File: config.mk
export PLATFORM = sky130hd
export DESIGN_NAME = oximeter_live_packet_parser_flat
export DESIGN_NICKNAME = d
export VERILOG_FILES = /design/src/rtl/olpp_pkg.sv /design/src/rtl/olpp_channels.sv /design/src/rtl/olpp_parse.sv /design/src/rtl/olpp_outq.sv /design/src/rtl/oximeter_live_packet_parser.sv /design/src/flat_wrapper.sv
export SDC_FILE = /design/constraint.sdc
export NUM_CORES = 1
export LEC_CHECK = 0
export ABC_AREA = 0
export BUFFER_PORTS_ARGS = -buffer_cell sky130_fd_sc_hd__buf_2
export CAP_MARGIN = 25
export CELL_PAD_IN_SITES_DETAIL_PLACEMENT = 0
export CELL_PAD_IN_SITES_GLOBAL_PLACEMENT = 1
export CORE_AREA = 5 5 154 156
export CTS_BUF_LIST = sky130_fd_sc_hd__clkbuf_4 sky130_fd_sc_hd__clkbuf_8
export CTS_CLUSTER_SIZE = 20
export DETAILED_ROUTE_END_ITERATION = 16
export DIE_AREA = 0 0 159 161
export GPL_ROUTABILITY_DRIVEN = 0
export HOLD_SLACK_MARGIN = 0.05
export PLACE_DENSITY = 0.81
export SLEW_MARGIN = 15
export SYNTH_ARGS = -nofsm -noshare
export SYNTH_HDL_FRONTEND = slang
export SYNTH_SLANG_ARGS = --single-unit
File: constraint.sdc
create_clock -name clock -period 14.1 [get_ports clock]
set_input_delay 2.82 -clock clock [delete_from_list [all_inputs] [get_ports clock]]
set_output_delay 2.82 -clock clock [all_outputs]
set_load 0.01 [all_outputs]
File: src/rtl/olpp_pkg.sv
// ----------------------------------------------------------------------------
// Oximeter live packet parser package
// Shared constants, payload types and the signal strength scaling table.
// ----------------------------------------------------------------------------
package olpp_pkg;

   localparam logic [7:0]  TypeLive       = 8'h01;
   localparam int          BodyLen        = 7;
   localparam logic [3:0]  SigMin         = 4'd4;
   localparam logic [3:0]  SigMax         = 4'd10;
   localparam logic [15:0] RerequestReset = 16'd900;

   typedef struct packed {
      logic [6:0]  signal_percent;
      logic        beep;
      logic        finger_off;
      logic        search_too_long;
      logic        pulse_search;
      logic [6:0]  wave_point;
      logic        perfusion_valid;
      logic [7:0]  heart_rate;
      logic [7:0]  oxygen_saturation;
      logic [15:0] perf_index;
      logic [15:0] delta_ms;
      logic        request_again;
   } result_type;

   typedef struct packed {
      logic       valid;
      result_type data;
   } pkt_type;

   // Strength nibble clamped to 4..10, then (s - 4) * 100 / 6 truncated.
   function automatic logic [6:0] signal_percent_of(input logic [3:0] nib);
      logic [6:0] pct;
      unique case (nib)
         4'd5:    pct = 7'd16;
         4'd6:    pct = 7'd33;
         4'd7:    pct = 7'd50;
         4'd8:    pct = 7'd66;
         4'd9:    pct = 7'd83;
         4'd10, 4'd11, 4'd12, 4'd13, 4'd14, 4'd15: pct = 7'd100;
         default: pct = 7'd0;
      endcase
      return pct;
   endfunction

endpackage

File: src/rtl/olpp_channels.sv
// ----------------------------------------------------------------------------
// Oximeter live packet parser channels
// Valid/ready interfaces for the byte input, result output and register port.
// ----------------------------------------------------------------------------
interface olpp_req_if;
   logic        valid;
   logic        ready;
   logic        mode;
   logic [7:0]  rx_byte;
   logic [31:0] now_ms;

   modport source (output valid, mode, rx_byte, now_ms, input ready);
   modport sink   (input valid, mode, rx_byte, now_ms, output ready);
endinterface

interface olpp_rsp_if;
   logic                 valid;
   logic                 ready;
   olpp_pkg::result_type data;

   modport source (output valid, data, input ready);
   modport sink   (input valid, data, output ready);
endinterface

interface olpp_csr_if;
   logic        valid;
   logic        ready;
   logic [15:0] data;

   modport source (output valid, data, input ready);
   modport sink   (input valid, data, output ready);
endinterface

File: src/rtl/olpp_parse.sv
// ----------------------------------------------------------------------------
// Oximeter live packet parser framing
// Byte state machine, body buffer, packet timing and re-request counter.
// ----------------------------------------------------------------------------
module olpp_parse (
   input  logic               clock,
   input  logic               reset,
   input  logic               beat_accept,
   input  logic               mode,
   input  logic [7:0]         rx_byte,
   input  logic [31:0]        now_ms,
   input  logic [15:0]        rerequest_count,
   output olpp_pkg::pkt_type  pkt
);

   localparam logic [1:0] ST_IDLE   = 2'd0;
   localparam logic [1:0] ST_HIGH   = 2'd1;
   localparam logic [1:0] ST_BODY   = 2'd2;
   localparam logic [1:0] ST_CLOSED = 2'd3;

   localparam logic [2:0] BodyLen3 = 3'(olpp_pkg::BodyLen);

   logic [1:0]  state_ff, state_in;
   logic [6:0]  hb_ff, hb_in;
   logic [2:0]  rem_ff, rem_in;
   logic [15:0] last_ff, last_in;
   logic [15:0] count_ff, count_in;
   logic [6:0]  body_ff [0:olpp_pkg::BodyLen-2];

   logic [2:0]  rem_eff;
   logic [2:0]  idx;
   logic        wr_en;
   logic        done;
   logic [16:0] cnt_next;
   logic        req_again;
   logic [3:0]  nib;

   assign rem_eff   = (rem_ff == 3'd0) ? BodyLen3 : rem_ff;
   assign idx       = BodyLen3 - rem_eff;
   assign cnt_next  = {1'b0, count_ff} + 17'd1;
   assign req_again = cnt_next > {1'b0, rerequest_count};

   always_comb begin
      state_in = state_ff;
      hb_in    = hb_ff;
      rem_in   = rem_ff;
      last_in  = last_ff;
      count_in = count_ff;
      wr_en    = 1'b0;
      done     = 1'b0;
      if (beat_accept && state_ff != ST_CLOSED) begin
         if (mode) begin
            state_in = ST_CLOSED;
         end else begin
            unique case (state_ff)
               ST_IDLE, ST_HIGH: begin
                  if (!rx_byte[7]) begin
                     if (rx_byte == olpp_pkg::TypeLive) begin
                        state_in = ST_HIGH;
                        rem_in   = BodyLen3;
                     end else begin
                        state_in = ST_IDLE;
                     end
                  end else if (state_ff == ST_HIGH) begin
                     hb_in    = rx_byte[6:0];
                     state_in = ST_BODY;
                  end
               end
               default: begin
                  rem_in = rem_eff - 3'd1;
                  if (rem_eff == 3'd1) begin
                     done     = 1'b1;
                     state_in = ST_IDLE;
                     last_in  = now_ms[15:0];
                     count_in = req_again ? 16'd0 : cnt_next[15:0];
                  end else begin
                     wr_en = 1'b1;
                  end
               end
            endcase
         end
      end
   end

   // The last body byte comes straight from the beat; the rest from the buffer.
   always_comb begin
      nib = body_ff[0][3:0];
      if (nib < olpp_pkg::SigMin) nib = olpp_pkg::SigMin;
      if (nib > olpp_pkg::SigMax) nib = olpp_pkg::SigMax;
      pkt.valid                  = done;
      pkt.data.signal_percent    = olpp_pkg::signal_percent_of(nib);
      pkt.data.beep              = body_ff[0][6];
      pkt.data.finger_off        = hb_ff[0];
      pkt.data.search_too_long   = body_ff[0][4];
      pkt.data.pulse_search      = hb_ff[1];
      pkt.data.wave_point        = body_ff[1];
      pkt.data.perfusion_valid   = !body_ff[2][4];
      pkt.data.heart_rate        = {hb_ff[3], body_ff[3]};
      pkt.data.oxygen_saturation = {hb_ff[4], body_ff[4]};
      pkt.data.perf_index        = {hb_ff[6], rx_byte[6:0], hb_ff[5], body_ff[5]};
      pkt.data.delta_ms          = now_ms[15:0] - last_ff;
      pkt.data.request_again     = req_again;
   end

   always_ff @(posedge clock) begin
      if (reset) begin
         state_ff <= ST_IDLE;
         hb_ff    <= '0;
         rem_ff   <= '0;
         last_ff  <= '0;
         count_ff <= '0;
      end else begin
         state_ff <= state_in;
         hb_ff    <= hb_in;
         rem_ff   <= rem_in;
         last_ff  <= last_in;
         count_ff <= count_in;
      end
   end

   always_ff @(posedge clock) begin
      if (wr_en) begin
         body_ff[idx] <= rx_byte[6:0];
      end
   end

`ifndef SYNTHESIS
   a_done_from_body: assert property (@(posedge clock) disable iff (reset)
      pkt.valid |-> state_ff == ST_BODY)
      else $error("packet completed outside the body state");
   a_closed_sticks: assert property (@(posedge clock) disable iff (reset)
      state_ff == ST_CLOSED |=> state_ff == ST_CLOSED)
      else $error("parser left the closed state");
   a_count_clears: assert property (@(posedge clock) disable iff (reset)
      pkt.valid && pkt.data.request_again |=> count_ff == 16'd0)
      else $error("packet count not cleared after a re-request");
`endif

endmodule

File: src/rtl/olpp_outq.sv
// ----------------------------------------------------------------------------
// Oximeter live packet parser result queue
// Output register with a skid stage so input beats keep flowing on a stall.
// ----------------------------------------------------------------------------
module olpp_outq (
   input  logic                  clock,
   input  logic                  reset,
   input  olpp_pkg::pkt_type     in_pkt,
   output logic                  in_ready,
   output logic                  out_valid,
   input  logic                  out_ready,
   output olpp_pkg::result_type  out_data
);

   logic                 head_valid_ff, head_valid_in;
   logic                 skid_valid_ff, skid_valid_in;
   olpp_pkg::result_type head_ff, head_in;
   olpp_pkg::result_type skid_ff, skid_in;
   logic                 pop;

   assign in_ready  = !skid_valid_ff;
   assign out_valid = head_valid_ff;
   assign out_data  = head_ff;
   assign pop       = head_valid_ff && out_ready;

   always_comb begin
      head_valid_in = head_valid_ff;
      skid_valid_in = skid_valid_ff;
      head_in       = head_ff;
      skid_in       = skid_ff;
      priority if (skid_valid_ff) begin
         if (pop) begin
            head_in       = skid_ff;
            skid_valid_in = 1'b0;
         end
      end else if (in_pkt.valid && head_valid_ff && !pop) begin
         skid_in       = in_pkt.data;
         skid_valid_in = 1'b1;
      end else if (in_pkt.valid) begin
         head_in       = in_pkt.data;
         head_valid_in = 1'b1;
      end else if (pop) begin
         head_valid_in = 1'b0;
      end
   end

   always_ff @(posedge clock) begin
      if (reset) begin
         head_valid_ff <= 1'b0;
         skid_valid_ff <= 1'b0;
      end else begin
         head_valid_ff <= head_valid_in;
         skid_valid_ff <= skid_valid_in;
      end
   end

   always_ff @(posedge clock) begin
      head_ff <= head_in;
      skid_ff <= skid_in;
   end

`ifndef SYNTHESIS
   a_skid_behind_head: assert property (@(posedge clock) disable iff (reset)
      skid_valid_ff |-> head_valid_ff)
      else $error("skid stage holds a result while the output register is empty");
   a_stall_holds: assert property (@(posedge clock) disable iff (reset)
      head_valid_ff && !out_ready |=> head_valid_ff && $stable(head_ff))
      else $error("result changed while the output was stalled");
   a_in_has_room: assert property (@(posedge clock) disable iff (reset)
      in_pkt.valid |-> in_ready)
      else $error("result arrived with both slots full");
`endif

endmodule

File: src/rtl/oximeter_live_packet_parser.sv
// Result path: a live packet is decoded from the beat that carries its last body
//   byte and registered in the output register, or in the skid stage on a stall.
// Throughput: one input beat per cycle, set by the parser and the
//   two-entry output queue; input stalls only when both result slots are full.
// Reset: synchronous, active high; the parser returns to idle, counters and the
//   stored time clear, and the re-request threshold returns to 900.
// ----------------------------------------------------------------------------
// Oximeter live packet parser
// Resynchronizing parser for live-data packets from a pulse oximeter byte
// stream, with packet timing and a periodic live-data re-request pulse.
// ----------------------------------------------------------------------------
module oximeter_live_packet_parser (
   input  logic       clock,
   input  logic       reset,
   olpp_req_if.sink   req_chan,
   olpp_rsp_if.source rsp_chan,
   olpp_csr_if.sink   csr_chan
);

   // Re-request threshold. Writes are always taken and not staged; the user is to
   // change it only while the parser is quiet, which the block does not enforce.
   logic [15:0] rerequest_ff, rerequest_in;

   olpp_pkg::pkt_type pkt;
   logic              q_ready;
   logic              beat_accept;

   assign csr_chan.ready = 1'b1;
   assign rerequest_in   = csr_chan.valid ? csr_chan.data : rerequest_ff;

   always_ff @(posedge clock) begin
      if (reset) begin
         rerequest_ff <= olpp_pkg::RerequestReset;
      end else begin
         rerequest_ff <= rerequest_in;
      end
   end

   // A beat is taken whenever the result queue has a free slot. Every beat,
   // including ones that produce no result, updates the parser unless it is closed.
   assign req_chan.ready = q_ready;
   assign beat_accept    = req_chan.valid && q_ready;

   // The parser state registers act as the input register: bytes before the
   // last body byte are folded into them, and the last body byte is decoded
   // together with the stored bytes into one result.
   olpp_parse u_parse (
      .clock           (clock),
      .reset           (reset),
      .beat_accept     (beat_accept),
      .mode            (req_chan.mode),
      .rx_byte         (req_chan.rx_byte),
      .now_ms          (req_chan.now_ms),
      .rerequest_count (rerequest_ff),
      .pkt             (pkt)
   );

   // The result register with its skid stage decouples the two sides, so a
   // stalled result does not hold up incoming bytes.
   olpp_outq u_outq (
      .clock     (clock),
      .reset     (reset),
      .in_pkt    (pkt),
      .in_ready  (q_ready),
      .out_valid (rsp_chan.valid),
      .out_ready (rsp_chan.ready),
      .out_data  (rsp_chan.data)
   );

endmodule
File: src/flat_wrapper.sv
// flat-port wrapper written by rule: the top's interface ports become plain ports
module oximeter_live_packet_parser_flat 
  (clock, reset, req_chan_valid, req_chan_mode, req_chan_rx_byte, req_chan_now_ms, req_chan_ready, rsp_chan_valid, rsp_chan_data, rsp_chan_ready, csr_chan_valid, csr_chan_data, csr_chan_ready);
  olpp_req_if req_chan_i ();
  olpp_rsp_if rsp_chan_i ();
  olpp_csr_if csr_chan_i ();
  input  logic clock;
  input  logic reset;
  input wire logic [$bits(req_chan_i.valid)-1:0] req_chan_valid;
  input wire logic [$bits(req_chan_i.mode)-1:0] req_chan_mode;
  input wire logic [$bits(req_chan_i.rx_byte)-1:0] req_chan_rx_byte;
  input wire logic [$bits(req_chan_i.now_ms)-1:0] req_chan_now_ms;
  output wire logic [$bits(req_chan_i.ready)-1:0] req_chan_ready;
  output wire logic [$bits(rsp_chan_i.valid)-1:0] rsp_chan_valid;
  output wire logic [$bits(rsp_chan_i.data)-1:0] rsp_chan_data;
  input wire logic [$bits(rsp_chan_i.ready)-1:0] rsp_chan_ready;
  input wire logic [$bits(csr_chan_i.valid)-1:0] csr_chan_valid;
  input wire logic [$bits(csr_chan_i.data)-1:0] csr_chan_data;
  output wire logic [$bits(csr_chan_i.ready)-1:0] csr_chan_ready;
  assign req_chan_i.valid = req_chan_valid;
  assign req_chan_i.mode = req_chan_mode;
  assign req_chan_i.rx_byte = req_chan_rx_byte;
  assign req_chan_i.now_ms = req_chan_now_ms;
  assign req_chan_ready = req_chan_i.ready;
  assign rsp_chan_valid = rsp_chan_i.valid;
  assign rsp_chan_data = rsp_chan_i.data;
  assign rsp_chan_i.ready = rsp_chan_ready;
  assign csr_chan_i.valid = csr_chan_valid;
  assign csr_chan_i.data = csr_chan_data;
  assign csr_chan_ready = csr_chan_i.ready;
  oximeter_live_packet_parser u_core (.clock(clock), .reset(reset), .req_chan(req_chan_i), .rsp_chan(rsp_chan_i), .csr_chan(csr_chan_i));
endmodule
[Yosys cells after proc, flatten, opt, wreduce, memory -nomap -nowiden]
Memories as Yosys holds them, arrays and structs flattened.
Cells that the tools add are included.
W data, S select, Z words.
Storage, ports and cells
  bits in registers: 198
  memory bits (writable): 42
  ROM bits: 96
  input bits: 62
  output and inout port bits: 71
  logic and storage cells: 107
  memories: 2
Operators by class
  add/sub/neg operators: 4
  $lt $le $gt $ge: 3
  equal/unequal tests: 9
  mux-type cells: 32
  bitwise logic cells: 4
  reductions and logical operators: 21
Memory list
  (name not given): depth 16, bits a word 6, read ports 1, clocked after memory_dff 0, wr ports 0, line olpp_pkg.sv:36  | unique case (nib)
  u_core.u_parse.body_ff: depth 6, bits a word 7, read ports 6, clocked after memory_dff 0, wr ports 1, line olpp_parse.sv:28  | logic [6:0] body_ff [0:olpp_pkg::BodyLen-2];
Operators with widths (count)
  $mux W68: 4
  $add A16 B1 Y17 const B: 1
  $gt A17 B16 Y1: 1
  $mux W1: 16
  $mux W16: 1
  $sub A16 B16 Y16: 1
  $mux W3: 4
  $mux W2: 5
  $reduce_and A3 Y1: 3
  $eq A8 B1 Y1 const B: 1
  $mux W4: 2
  $ne A2 B2 Y1 const B: 4
  $reduce_and A4 Y1: 2
  $logic_and A1 B1 Y1: 5
  $reduce_and A5 Y1: 1
  $gt A4 B4 Y1 const B: 1
  $lt A4 B3 Y1 const B: 1
  $ne A4 B4 Y1 const B: 1
  $not A1 Y1: 4
  $reduce_bool A2 Y1: 2
  $eq A3 B1 Y1 const B: 1
  $logic_not A1 Y1: 3
  $logic_not A3 Y1: 1
  $reduce_bool A3 Y1: 1
  other kinds (7): 7

[Depth between registers and ports, before layout]
Gate-level depths: netlist of run 1.
  word-level depth: 11
  depth in mapped cells: 17
  gate-level depth less buffers: 14

[By module]
From an unflattened synthesis of run 1, not the netlist that was laid out.
Unflattened totals
  cells, all modules: 781
  area, all modules: 10243.6 um^2
By module, submodules not included
  olpp_outq: instances 1, cells each 225, area each 5068.6 um^2, seq. area each 4124.0 um^2
  olpp_parse: instances 1, cells each 501, area each 4568.1 um^2, seq. area each 1911.8 um^2
  oximeter_live_packet_parser: instances 1, cells each 55, area each 606.8 um^2, seq. area each 320.3 um^2

[Worst setup path before layout of run 1]
OpenSTA, ideal clock, no wires.
  path kind: input port to flip-flop
  from: input req_chan_mode
  to: register u_core.u_outq.head_ff (netlist bit u_core.u_outq.out_data[0]), enable pin
  setup time: 514 ps
  data arrival time: 7078 ps
  required time: 13586 ps
  path slack: 6508 ps
  cell stages on the path: 7
  path buffers: 2
  cell sequence: nand2b_1 -> nor3_1 -> and2_1 -> clkbuf_1 -> clkbuf_1 -> a21oi_1 -> a21oi_1
On the way
  cells in the longest elaborated chain, start to end: 6
  elaborated cells between the ends (all ways): 7
  those cells by class: eq/ne: 1; mux: 2; reduce/logical: 4
Ends and longest elaborated chain
  start, declared: line flat_wrapper.sv:10  | input wire logic [$bits(req_chan_i.mode)-1:0] req_chan_mode;
  $mux W1 *: line olpp_parse.sv:52  | if (mode) begin
  $mux W1 *: line olpp_parse.sv:51  | if (beat_accept && state_ff != ST_CLOSED) begin
  $logic_and A1 B1 Y1 (2 in a row): line olpp_outq.sv:36  | end else if (in_pkt.valid && head_valid_ff && !pop) begin
  $ne A2 B2 Y1 (no line)
  $reduce_and A3 Y1 (no line) *
  end signal, assigned: line olpp_outq.sv:58  | head_ff <= head_in;
  end, declared: line olpp_outq.sv:17  | olpp_pkg::result_type head_ff, head_in;
Every way passes the cells marked *; elsewhere a longest branch is shown, timed or not.
A chain may end at the register's enable or synchronous reset.

[Worst setup path in the final report of run 1]
  from: input req_chan_mode
  to: register u_core.u_outq.skid_ff[59] in the netlist's numbering, enable pin
On the way
  cells in the longest elaborated chain, start to end: 5
Ends and longest elaborated chain
  $mux W1: line olpp_parse.sv:52
  $mux W1: line olpp_parse.sv:51
  $logic_and A1 B1 Y1 (2 in a row): line olpp_outq.sv:36
  $reduce_and A2 Y1 (no line)
  end signal, assigned: line olpp_outq.sv:59  | skid_ff <= skid_in;
  end, declared: line olpp_outq.sv:18  | olpp_pkg::result_type skid_ff, skid_in;
No other way between the ends.

==> results.json, run 1 <==
{
  "cp.required_ns": 14.23,
  "numClockSinks": 230,
  "finalSetupViolations": 0,
  "max_freq_mhz": 209,
  "syn_avg_cell_area_um2": 12.8,
  "path_clk_slew_ns": 0.06,
  "cts_buffer_depth": 3,
  "startpoint_type": "input pin",
  "vias": 6154,
  "critical-path-slowest-cell": "buf_4",
  "fin_crit_sh": 0.339,
  "syn_area_mm2": 0.00984,
  "internal_power_mw": 1.09,
  "ys_ff_latch": 230,
  "multi_input_area_mm2": 0.00325,
  "die_area_mm2": 0.0256,
  "fp.dieW_um": 159,
  "h-tree-depth": 2,
  "drive_gt1_frac": 0.276,
  "final_cells": 1216,
  "path_cells": "buf_2 -> nand2b_1 -> nor3_1 -> and2_1 -> buf_4 -> and3_2 -> buf_4",
  "die_y_um": 161,
  "drt_iter0_drc": 299,
  "hp-class": "reg -> reg",
  "synth_top_area_frac": 0.516,
  "power.share.switching": 0.212,
  "synth_fp_nets": 868,
  "crit_path_frequent_cell": "buf_4",
  "crit_type": "in -> reg",
  "async_flop_share": 0,
  "cts_tree": "yes",
  "grt_util_all_layers": 0.149,
  "regArea_mm2": 0.00630,
  "slew_viol_final": 0,
  "antenna_found_initial": 1,
  "dp_cells": 1146,
  "ctsHoldBuffers": 0,
  "p_clk_frac": 0.427,
  "clock_skew_ns": 0.0233,
  "diodes": 0,
  "viasPerCell": 5.06,
  "drt-total-wl_mm": 19.5,
  "wl_per_cell_um": 16.0,
  "grt_pass1_vias": 6199,
  "ir_drop_mv": 0.0587,
  "maxCapViolations": 0,
  "utilization": 0.518,
  "synth_top_area_cell": "edfxtp_1",
  "grt_pass1_wl_mm": 31.7,
  "synth_warnings": 0,
  "grt_max_degree": 68,
  "num-nets-final": 999,
  "start_util": 0.443,
  "place_ws_ns": 8.78,
  "cts_buffers": 39,
  "syn2layout_area_growth_pct": 16.9,
  "setup_tns_ns": 0,
  "synthDistinctLibCells": 56,
  "fillers": 1923,
  "hpwl_mm": 12.5,
  "synth_area_leaders": "edfxtp_1 52%, dfxtp_1 12%, mux2_2 6.5%",
  "power_frac_comb": 0.044,
  "ios": 133,
  "rsz0062_at_grt": "no",
  "synth-edff-count": 169,
  "cts_setup_buffers": 0,
  "core_mm2": 0.0222,
  "cts_root_buffer": "clkbuf_8",
  "critPathMaxStageDelay_ns": 0.65,
  "cp_max_fo": 56,
  "crit_path_end_kind": "flip-flop",
  "p_per_area_mw_per_mm2": 120,
  "cts.repair.resized": 0,
  "setup_ws_ns": 9.31,
  "power.share.sequential": 0.528,
  "ys_seq_area_frac": 0.640,
  "hold_violations": 0,
  "worst_skew_pair.late_latency_ns": 0.52,
  "std_cell_rows": 55,
  "port-buffer-count": 114,
  "worst_pin_slew_ns": 0.890,
  "worstPathArrival_ns": 4.92,
  "drtAntennaViolNets": 0,
  "status": "finished, final reports clean",
  "period_needed_ns": 4.79,
  "switchingPower_mw": 0.293,
  "firstDrtPassIters": 4,
  "slew_headroom": 0.402,
  "drcViolationCount": 0,
  "grt_overflow": 0,
  "synth_ff_type": "edfxtp_1",
  "power.leakage_nw": 4.39,
  "syn_inst": 771
}
-- through the flow --
step | hold slack [ns] | power, mW | cell area [um^2]
3_3_place_gp | 0.429 | 0.805 | 10700
6_report | 0.442 | 1.38 | 11500
5_1_grt | 0.454 | 1.44 | 11500
3_5_place_dp | 0.432 | 0.806 | 10700
4_1_cts | 0.445 | 1.40 | 11500
2_1_floorplan | 0.422 | 0.785 | 9840
-- registers in the layout, summed over array words and instances, names as in the netlist, 2 cells and up --
register                 flops
u_core.u_parse.hb_ff         6
u_core.u_parse.state_ff      2
u_core.u_parse.rem_ff        3
u_core.u_outq.skid_ff       67
u_core.u_outq.out_data      67
u_core.u_parse.count_ff     16
u_core.u_parse.body_ff      35
u_core.u_parse.last_ff      16
u_core.rerequest_ff         16
-- worst paths after layout --
check / from / endpoint / slack [ns] / cells past startpoint
max: req_chan_mode / u_core.u_outq.skid_ff[59] / 9.31 / 7
min: u_core.u_parse.body_ff[4][5] / u_core.u_outq.skid_ff[38] / 0.44 / 0
max reg2reg: u_core.u_parse.count_ff[0] / u_core.u_parse.count_ff[13] / 10.26 / 13
min reg2reg: u_core.u_parse.body_ff[4][5] / u_core.u_outq.skid_ff[38] / 0.44 / 0
-- cell type report --
cell class | instances | share of cell area
Clock buffer | 60 | 0.0614
Clock inverter | 10 | 0.00652
Inverter | 43 | 0.0140
Multi-Input combinational cell | 465 | 0.283
Sequential cell | 230 | 0.547
Tap cell | 285 | 0.0310
Timing Repair Buffer | 123 | 0.0572
-- metal layers --
| layer | vias to the layer above | GRT usage | wire length (um) |
|---|---|---|---|
| met4 | 2 | 0.0450 | 394 |
| met5 | - | 0 | 13 |
| met2 | 141 | 0.251 | 9190 |
| li1 | 3069 | - | - |
| met1 | 2906 | 0.195 | 8830 |
| met3 | 36 | 0.0350 | 1070 |
-- cells in the final DEF, fill, tap and decap left out, types with 3 or more instances in the layout --
master / instances
a211oi_1: 3
a21o_1: 4
a21oi_1: 46
a2bb2oi_1: 3
a31oi_1: 4
and3_1: 3
and4_1: 4
buf_2: 114
buf_4: 8
clkbuf_4: 19
clkbuf_8: 41
clkinv_1: 6
dfxtp_1: 60
edfxtp_1: 169
ha_1: 34
inv_1: 42
mux2_2: 57
mux2i_1: 19
nand2_1: 90
nand2b_1: 7
nand3_1: 15
nand3b_1: 3
nand4_1: 3
nor2_1: 46
nor2b_1: 8
nor3_1: 7
nor4_1: 3
o211ai_1: 5
o21a_1: 3
o21ai_0: 15
o2bb2ai_1: 8
o31ai_1: 12
or2_2: 3
or3_1: 7
xnor2_1: 14
xor2_1: 10
-- Yosys cell counts (4+ instances only) --
master     instances
nor2b_1            8
a21oi_1           47
nor3_1             7
and3_1             4
mux2i_1           19
and4_1             4
o2bb2ai_1          8
nor2_1            46
a21o_1             4
xnor2_1           14
o21ai_0           15
nand3_1           15
o31ai_1           12
inv_1             42
edfxtp_1         169
mux2_2            57
or3_1              7
nand2b_1           7
dfxtp_1           61
clkbuf_1          26
nand2_1           90
xor2_1            10
a31oi_1            4
ha_1              34
o211ai_1           5
-- power by group through the flow --
stage / clock network [mW] / logic [mW] / registers [mW]
global placement: 0 / 0.0603 / 0.745
finish: 0.591 / 0.0612 / 0.731
floorplan: 0 / 0.0410 / 0.744
CTS: 0.609 / 0.0617 / 0.731
detailed placement: 0 / 0.0612 / 0.745
global route: 0.644 / 0.0689 / 0.731
-- critical path, delay by kind of cell --
family / cells / cell delay [ns]
simple gates: 4 / 0.94
buf+inv: 3 / 1.10
-- kinds of logic (layout without fill, tap and decap cells) --
kind of cell / Yosys count / in the layout / share of synthesized area
compound gates: 117 / 117 / 0.0765
xor+xnor: 24 / 24 / 0.0214
fa+ha+maj: 35 / 35 / 0.0453
buf+inv: 76 / 236 / 0.0315
flops: 230 / 230 / 0.640
mux: 76 / 76 / 0.0845
other cells: 2 / 2 / 0.000763
simple gates: 211 / 211 / 0.100
No activity file was read; power rests on OpenSTA's default activity.
==> inputs of run 2 (changes only) <==
--- a/config.mk
+++ b/config.mk
@@ -10,14 +10,14 @@
 export CAP_MARGIN = 25
 export CELL_PAD_IN_SITES_DETAIL_PLACEMENT = 0
 export CELL_PAD_IN_SITES_GLOBAL_PLACEMENT = 1
-export CORE_AREA = 5 5 154 156
+export CORE_AREA = 5 5 156 158
 export CTS_BUF_LIST = sky130_fd_sc_hd__clkbuf_4 sky130_fd_sc_hd__clkbuf_8
 export CTS_CLUSTER_SIZE = 20
 export DETAILED_ROUTE_END_ITERATION = 16
-export DIE_AREA = 0 0 159 161
+export DIE_AREA = 0 0 161 163
 export GPL_ROUTABILITY_DRIVEN = 0
 export HOLD_SLACK_MARGIN = 0.05
-export PLACE_DENSITY = 0.81
+export PLACE_DENSITY = 0.82
 export SLEW_MARGIN = 15
 export SYNTH_ARGS = -nofsm -noshare
 export SYNTH_HDL_FRONTEND = slang
==> constraint.sdc (replaced) <==
create_clock -name clock -period 4.3 [get_ports clock]
set_input_delay 0.86 -clock clock [delete_from_list [all_inputs] [get_ports clock]]
set_output_delay 0.86 -clock clock [all_outputs]
set_load 0.01 [all_outputs]
==> run 2 against run 1 <==
Cell count grew 0.74%; clock skew is 0.0013 ns lower; critical path depth increased by 6; sequential cell count did not move; critical path type is now reg -> reg; power rose to 3.2 times the previous value; clock power grew to 3.1 times the previous value; sequential share of layout area about the same; via count about the same; routed wire length is 0.82% lower.
==> results.json, run 2 (synthesis gave the netlist of run 1 again) <==
{
  "status": "finished, final reports clean",
  "power.leakage_nw": 4.37,
  "crit_type": "reg -> reg",
  "cts.repair.resized": 0,
  "power_frac_comb": 0.045,
  "h-tree-depth": 2,
  "fillers": 2029,
  "period_needed_ns": 3.61,
  "cts_tree": "yes",
  "grt_util_all_layers": 0.146,
  "reg2reg_depth": 13,
  "clock_skew_ns": 0.0220,
  "worstHoldEndpoint": "u_core.u_outq.skid_ff[21]",
  "diodes": 0,
  "wl_per_cell_um": 15.8,
  "path_clk_slew_ns": 0.06,
  "dp_cells": 1153,
  "cp.required_ns": 4.76,
  "final_common_cell": "edfxtp_1",
  "critical-path-slowest-cell": "or3_1",
  "utilization": 0.500,
  "port-buffer-count": 114,
  "grt_pass1_vias": 5979,
  "antenna_found_initial": 1,
  "p_clk_frac": 0.417,
  "die_area_mm2": 0.0262,
  "syn2layout_area_growth_pct": 16.9,
  "holdPathStages": 0,
  "worst_skew_pair.late_latency_ns": 0.53,
  "grt_pass1_wl_mm": 31.1,
  "cts_setup_buffers": 0,
  "timing.rr.end": "u_core.u_parse.count_ff[2]",
  "final_cells": 1225,
  "critPathMaxStageDelay_ns": 0.54,
  "firstDrtPassIters": 4,
  "path_cells": "ha_1 -> nand3_1 -> nor2_1 -> nand3_1 -> xnor2_1 -> ha_1 -> a21oi_1 -> nor2_1 -> a31oi_1 -> o2111ai_1 -> a21o_1 -> or3_1 -> o2bb2ai_1",
  "startpoint_type": "flip-flop",
  "crit_family": "simple AND/OR/NAND/NOR gates",
  "hold_ws_ns": 0.442,
  "power.share.switching": 0.220,
  "cp_max_fo": 11,
  "grt_max_degree": 63,
  "hp-class": "reg -> reg",
  "crit_path_end_kind": "flip-flop",
  "worstSetupStartpoint": "u_core.u_parse.count_ff[0]",
  "drtAntennaViolNets": 0,
  "internal_power_mw": 3.48,
  "vias": 6151,
  "r2r_start": "u_core.u_parse.count_ff[0]",
  "max_freq_mhz": 277,
  "ios": 133,
  "numClockSinks": 230,
  "path_buf_inv": 0,
  "ir_drop_mv": 0.177,
  "hold_violations": 0,
  "slew_headroom": 0.326,
  "ctsHoldBuffers": 0,
  "fin_crit_sh": 0.839,
  "fin_area_mm2": 0.0115,
  "hpwl_mm": 12.8,
  "cts_buffers": 39,
  "start_util": 0.428,
  "cts_root_buffer": "clkbuf_8",
  "power.share.sequential": 0.538,
  "std_cell_rows": 56,
  "worstPathArrival_ns": 4.06,
  "r2r_slack_ns": 0.69,
  "slew_viol_final": 0,
  "worstHoldStart": "u_core.u_parse.body_ff[5][4]",
  "num-nets-final": 1001,
  "p_per_area_mw_per_mm2": 388,
  "rsz0062_at_grt": "no",
  "place_area_mm2": 0.0107,
  "grt_overflow": 0,
  "drt-total-wl_mm": 19.3,
  "worst_pin_slew_ns": 1.00,
  "finalSetupViolations": 0,
  "die_y_um": 163,
  "drt_iter0_drc": 281,
  "setup_tns_ns": 0,
  "core_mm2": 0.0230,
  "fp.dieW_um": 161,
  "maxCapViolations": 0,
  "cts_buffer_depth": 3,
  "viasPerCell": 5.02,
  "switchingPower_mw": 0.981,
  "drcViolationCount": 0,
  "most-common-layout-cells": "169 x edfxtp_1, 114 x buf_2, 90 x nand2_1",
  "drive_gt1_frac": 0.270
}
==> run 2: power groups by stage <==
stage / combinational, mW / clock [mW] / sequential, mW
2_1_floorplan: 0.134 / 0 / 2.44
3_3_place_gp: 0.198 / 0 / 2.44
3_5_place_dp: 0.200 / 0 / 2.44
4_1_cts: 0.202 / 1.93 / 2.40
5_1_grt: 0.228 / 2.04 / 2.40
6_report: 0.201 / 1.86 / 2.40
==> run 2: area by class of cell <==
class / instances / area [um^2] / share of cell area
Tap cell: 290 / 363 / 0.0315
Multi-Input combinational cell: 465 / 3250 / 0.282
Timing Repair Buffer: 125 / 678 / 0.0590
Sequential cell: 230 / 6300 / 0.548
Inverter: 43 / 161 / 0.0140
Clock buffer: 49 / 612 / 0.0532
Clock inverter: 23 / 141 / 0.0123
==> run 2: worst max-delay path by stage <==
stage | endpoint | cells after the start
after floorplan | u_core.u_outq.out_data[0] | 7
after global placement | u_core.u_parse.count_ff[11] | 13
after detailed placement | u_core.u_parse.count_ff[15] | 13
after CTS | u_core.u_parse.count_ff[2] | 13
after global routing | u_core.u_parse.count_ff[4] | 13
final | u_core.u_parse.count_ff[2] | 13
==> run 2: worst reg2reg max path, delay by kind of cell (launching register included) <==
| family | cells | cell delay (ns) |
|---|---|---|
| XOR/XNOR | 1 | 0.25 |
| adder cells (fa/ha/maj) | 2 | 0.56 |
| flip-flops | 1 | 0.41 |
| AO/OA/AOI/OAI | 5 | 1.01 |
| AND/OR/NAND/NOR | 5 | 1.30 |
==> run 2: routing by layer <==
metal | vias to the layer above | share of wire | track usage
met4 | 2 | 0.017 | 0.0446
met1 | 2926 | 0.48 | 0.198
met3 | 32 | 0.047 | 0.0337
met5 | - | 0.00067 | 0
met2 | 118 | 0.46 | 0.236
li1 | 3073 | - | -
==> run 2: stage by stage <==
step                setup slack [ns]  power (mW)
CTS                            0.682        4.52
detailed placement             0.695        2.64
finish                         0.693        4.46
global route                   0.383        4.67
floorplan                      0.171        2.57
global placement               0.724        2.64
